===== src/rtl/s2l_pkg.sv =====
// Shared constants and elaboration-time helpers for the sRGB to LCh converter.
// Depends on nothing; used by every module in rtl/.
package s2l_pkg;

  // Result bits of the chroma square root (isqrt of up to 29 * 2^32)
  localparam int SQRT_STEPS = 19;

  // Result bits of the cube root (0..65536)
  localparam int CBRT_STEPS = 17;

  // RGB-to-XYZ rows, Q0.16, each row sums to 65536
  localparam logic [15:0] MAT [3][3] = '{
    '{16'd28435, 16'd24656, 16'd12445},
    '{16'd13933, 16'd46871, 16'd4732},
    '{16'd1162,  16'd7173,  16'd57201}
  };

  // CORDIC arctangent steps, 2^32 = 2 pi
  localparam logic [31:0] ATAN_UNITS [24] = '{
    32'd536870912, 32'd316933406, 32'd167458907, 32'd85004756,
    32'd42667331,  32'd21354465,  32'd10680862,  32'd5340245,
    32'd2670163,   32'd1335087,   32'd667544,    32'd333772,
    32'd166886,    32'd83443,     32'd41721,     32'd20860,
    32'd10430,     32'd5215,      32'd2607,      32'd1303,
    32'd651,       32'd325,       32'd162,       32'd81
  };

  // Gamma table entry k: round(65536 * (k/2^bits)^2.2), built as
  // k^2 * floor(65536 * fifth root) with the fifth root found exactly.
  // Evaluated at elaboration only.
  function automatic logic [16:0] gamma_entry(input int unsigned k,
                                              input int unsigned bits);
    logic [127:0] lo;
    logic [127:0] hi;
    logic [127:0] mid;
    logic [127:0] th;
    logic [127:0] p;
    logic [127:0] kk;
    logic [127:0] res;
    lo = '0;
    hi = 128'd65536;
    kk = 128'(k);
    th = kk << (80 - bits);
    for (int it = 0; it < 18; it++) begin
      if (lo < hi) begin
        mid = (lo + hi + 128'd1) >> 1;
        p = mid * mid * mid * mid * mid;
        if (p <= th) begin
          lo = mid;
        end else begin
          hi = mid - 128'd1;
        end
      end
    end
    res = (kk * kk * lo + (128'd1 << (2 * bits - 1))) >> (2 * bits);
    return res[16:0];
  endfunction

endpackage


===== src/rtl/s2l_cbrt.sv =====
// Pipelined cube root: root = floor(cbrt(w * 2^32)), one result bit per stage.
// Depends on s2l_pkg.
module s2l_cbrt (
  input  logic        clk,
  input  logic [16:0] w,
  output logic [16:0] root
);

  localparam int N = s2l_pkg::CBRT_STEPS;

  logic [16:0] cr  [N+1];
  logic [33:0] cr2 [N+1];
  logic [51:0] cr3 [N+1];
  logic [48:0] cn  [N+1];

  // Seed the digit recurrence
  assign cr[0]  = '0;
  assign cr2[0] = '0;
  assign cr3[0] = '0;
  assign cn[0]  = {w, 32'd0};

  // Try one result bit per stage, tracking root, root^2 and root^3
  for (genvar j = 0; j < N; j++) begin : g_step
    localparam int SH = N - 1 - j;
    logic [51:0] t2;
    logic [51:0] t1;
    logic [51:0] c3;
    logic [33:0] c2;
    assign t2 = {18'd0, cr2[j]} << SH;
    assign t1 = {35'd0, cr[j]} << (2 * SH);
    assign c3 = cr3[j] + t2 + (t2 << 1) + t1 + (t1 << 1) + (52'd1 << (3 * SH));
    assign c2 = cr2[j] + ({17'd0, cr[j]} << (SH + 1)) + (34'd1 << (2 * SH));
    always_ff @(posedge clk) begin
      cn[j+1] <= cn[j];
      if (c3 <= {3'd0, cn[j]}) begin
        cr[j+1]  <= cr[j] | (17'd1 << SH);
        cr2[j+1] <= c2;
        cr3[j+1] <= c3;
      end else begin
        cr[j+1]  <= cr[j];
        cr2[j+1] <= cr2[j];
        cr3[j+1] <= cr3[j];
      end
    end
  end

  assign root = cr[N];

endmodule


===== config.mk =====
export PLATFORM = sky130hd
export DESIGN_NAME = s2l_cbrt
export DESIGN_NICKNAME = d
export VERILOG_FILES = /design/src/rtl/s2l_pkg.sv /design/src/rtl/s2l_cbrt.sv
export SDC_FILE = /design/constraint.sdc
export NUM_CORES = 2
export LEC_CHECK = 0
export BUFFER_PORTS_ARGS = -buffer_cell sky130_fd_sc_hd__buf_2
export CORE_MARGIN = 8
export CORE_UTILIZATION = 45
export CTS_CLUSTER_DIAMETER = 30
export CTS_CLUSTER_SIZE = 30
export DETAILED_ROUTE_END_ITERATION = 7
export GPL_ROUTABILITY_DRIVEN = 0
export HOLD_SLACK_MARGIN = 0.05
export PLACE_DENSITY_LB_ADDON = 0.05
export RECOVER_POWER = 25
export SLEW_MARGIN = 10
export SYNTH_ARGS = -nofsm -noshare
export SYNTH_HDL_FRONTEND = slang
export SYNTH_SLANG_ARGS = --single-unit
export TNS_END_PERCENT = 1

===== constraint.sdc =====
create_clock -name clk -period 10.85 [get_ports clk]
set_input_delay 0.5425 -clock clk [delete_from_list [all_inputs] [get_ports clk]]
set_output_delay 0.5425 -clock clk [all_outputs]
set_load 0.005 [all_outputs]

==> results by group <==
Status
  • Status: finished, final reports clean

Logic synthesis
  • Area leader, netlist: dfxtp_1
  • Synth warnings: 0
  • Post-synth EDFFs: 0
  • Top cell type's share of synthesized area: 0.2983
  • Sequential share of the synthesized area: 0.2983
  • Post-synthesis register bit count: 1079
  • Ranking of synthesized cells by area: dfxtp_1, ha_1, fa_1
  • Most used DFF post-synth: dfxtp_1
  • Synth Instances: roughly 7400
  • Async S/R FF share, synth: 0
  • Syn avg cell area: roughly 9.8 um^2
  • Area of the mapped netlist: 72420 um^2
  • Synth unique cells: 95

Detailed routing
  • Via count: 50634
  • Vias per Instance: slightly above 5
  • Final wirelength: about 170000 um
  • TritonRoute pass-1 iters: 5
  • Avg WL per Cell: around 17 um
  • Iter 0 DRT Violations: approximately 2400
  • Antenna Nets Post-Route: 0
  • Remaining DRCs: 0

Die
  • # IOs: 35
  • Initial Utilization: 0.4520
  • Core ar.: 160200 um^2
  • Die Area: 174000 um^2
  • Rows: 147
  • Die X: 417.2 um
  • Die Ht: 417.2 um

Global route
  • Number of global-route vias before repair: 52416
  • Total grt overflow: 0
  • Global-route wire length before repair: 275900 um
  • Initial antenna violation count: 2
  • Pin count of the biggest net entering global routing: 90
  • Overall Global Routing Usage: 0.1949

Placement
  • Final HPWL DP: around 140000 um
  • DP Worst Slack: 2.249 ns
  • Count of input and output buffers: 34
  • Dpl cells: approximately 9500

Worst setup path
  • Crit Path Max Fanout: a little under 90
  • CP arrival: 9.33 ns
  • Worst R2R Start: cr[55]$_DFF_P_
  • CP most frequent cell: fa_1
  • Reg2Reg Setup Slack: 2.26 ns
  • CP max stage delay: around 0.74 ns
  • RR Endpoint: cr3[126]$_DFF_P_
  • Crit start category: flip-flop
  • Req. time, crit path: 11.59 ns
  • CP max-delay cell: buf_4
  • Reg2Reg Depth: 31
  • Critical path class: reg -> reg
  • CP Capture Type: flip-flop

Finish
  • Area of the multi-input gates: 46360 um^2
  • Filler cell count: about 15000
  • Synthesis-to-finish area growth: 16.60%
  • # diodes: 0
  • Commonest non-fill, non-tap cell in the layout: ha_1
  • Commonest cells after routing, fill and taps aside: ha_1, dfxtp_1, inv_1
  • Final core occ: 0.5271
  • Share of post-route cells with drive strength above 1: 0.09560
  • Layout net count: 9280
  • Final Non-Filler Cells: 9995
  • FF/Latch Area: 21600 um^2

Timing
  • Setup Skew: between 0.04 and 0.05 ns
  • Slew Limit Fails: 0
  • Tmin final: 8.587 ns
  • RSZ-0062 raised after global routing: false
  • Setup TNS: 0 ns
  • Tcrit/Tclk final: 0.7914
  • Max Freq: ~0.12 GHz
  • Final setup vio count: 0
  • Slew HR: 0.2028
  • Setup slack after layout: 2.263 ns
  • Fin. Hold Viols: 0
  • Worst slew pin tran: 1.188 ns

Clock network
  • Clock Latency Late Sink: roughly 0.87 ns
  • Clock sinks: 1079
  • Post-CTS Resized: 0
  • TritonCTS buffer count: 278
  • Clock transition at path regs: about 0.050 ns
  • H-tree Lvls: 5
  • CTS tree: yes
  • Bufs on Longest Clock Path: 4
  • CTS root buf: clkbuf_16

Hold path
  • WHS Endpoint: cn[822]$_DFF_P_
  • Worst Hold Class: in -> reg
  • Hold Path Origin: w[6]
  • Hold path depth: 2

Job
  • Max cap viols: 0
## worst max path at each step
stage,startpoint,to,slack [ns],cells after the start
after detailed placement,cr[55]$_DFF_P_,cr3[126]$_DFF_P_,2.25,31
after global routing,cr[55]$_DFF_P_,cr2[93]$_DFF_P_,1.56,32
after floorplan,cr[65]$_DFF_P_,cr3[133]$_DFF_P_,4.21,29
after CTS,cr[55]$_DFF_P_,cr3[126]$_DFF_P_,2.23,31
final,cr[55]$_DFF_P_,cr3[126]$_DFF_P_,2.26,31
after global placement,cr[55]$_DFF_P_,cr3[125]$_DFF_P_,2.40,31
## Yosys cell counts (16+ instances only)
library cell and count:
nand4_1 101, nand2_1 476, xnor2_1 336, a31oi_1 47, buf_4 19, buf_2 37, o21bai_1 56, a211oi_1 44
dfxtp_1 1079, inv_1 1031, and3_1 68, or2_2 20, mux2_2 176, nor4_1 20, nand2b_1 63, fa_1 462
nor2_1 281, a21oi_1 340, ha_1 1159, nor3_1 90, a31o_2 16, clkbuf_1 71, nand3_1 145, or3_1 20
o31ai_1 30, and2_1 87, nor2b_1 94, a21o_1 170, o21a_1 63, xor2_1 202, o211ai_1 23, o21ai_0 361
## area by class of cell
class	instances	area share
multi-input combinational	5177	0.5491
timing repair buffer	73	0.005957
inverter	1032	0.04588
tap	2160	0.03201
clock inverter	140	0.02109
clock buffer	334	0.09018
sequential	1079	0.2558
## flip-flops by register name (all words and copies together) (netlist names)
register,count
cr,135
cn,272
cr2,241
root,17
cr3,414
## worst max-delay path, delay by kind of cell (launching register included)
kind            cells  cell delay [ns]
compound gates     12             2.91
simple gates        7             1.41
buf+inv             4             0.95
fa+ha+maj           6             2.13
xor+xnor            1             0.17
mux                 1             0.42
flops               1             0.40
## logic make-up (layout without fill, tap and decap cells)
logic type | after synthesis | in the layout | synth area share
AO/OA/AOI/OAI | 1301 | 1301 | 0.1138
flip-flops | 1079 | 1079 | 0.2983
multiplexers | 188 | 188 | 0.02903
adder cells (fa/ha/maj) | 1621 | 1621 | 0.3280
AND/OR/NAND/NOR | 1526 | 1526 | 0.1036
buffers and inverters | 1166 | 1579 | 0.06216
other | 1 | 3 | 0.00005178
XOR/XNOR | 538 | 538 | 0.06507
## through the flow
step / hold WS [ns] / area (um^2)
after CTS: 0.2198 / 84440
after global routing: 0.2620 / 84440
after global placement: 0.3346 / 74870
after floorplan: 0.3224 / 72430
final: 0.3048 / 84440
after detailed placement: 0.3389 / 74870
## routing by layer
metal,part of all wire,GRT usage,vias to the layer above
li1,-,-,25528
met1,0.50,0.2744,23976
met2,0.44,0.3044,840
met3,0.037,0.03182,290
met4,0.028,0.06485,0
met5,0,0,-
## repair_timing
item / in CTS / in global routing
hold endpoints to repair: 18 / 0
buffers inserted: 0 / 0
hold buffers: 17 / 0
Power is left out: the tool's default activity adds up to more than one toggle a clock period on the data nets, which glitch-free logic cannot reach.
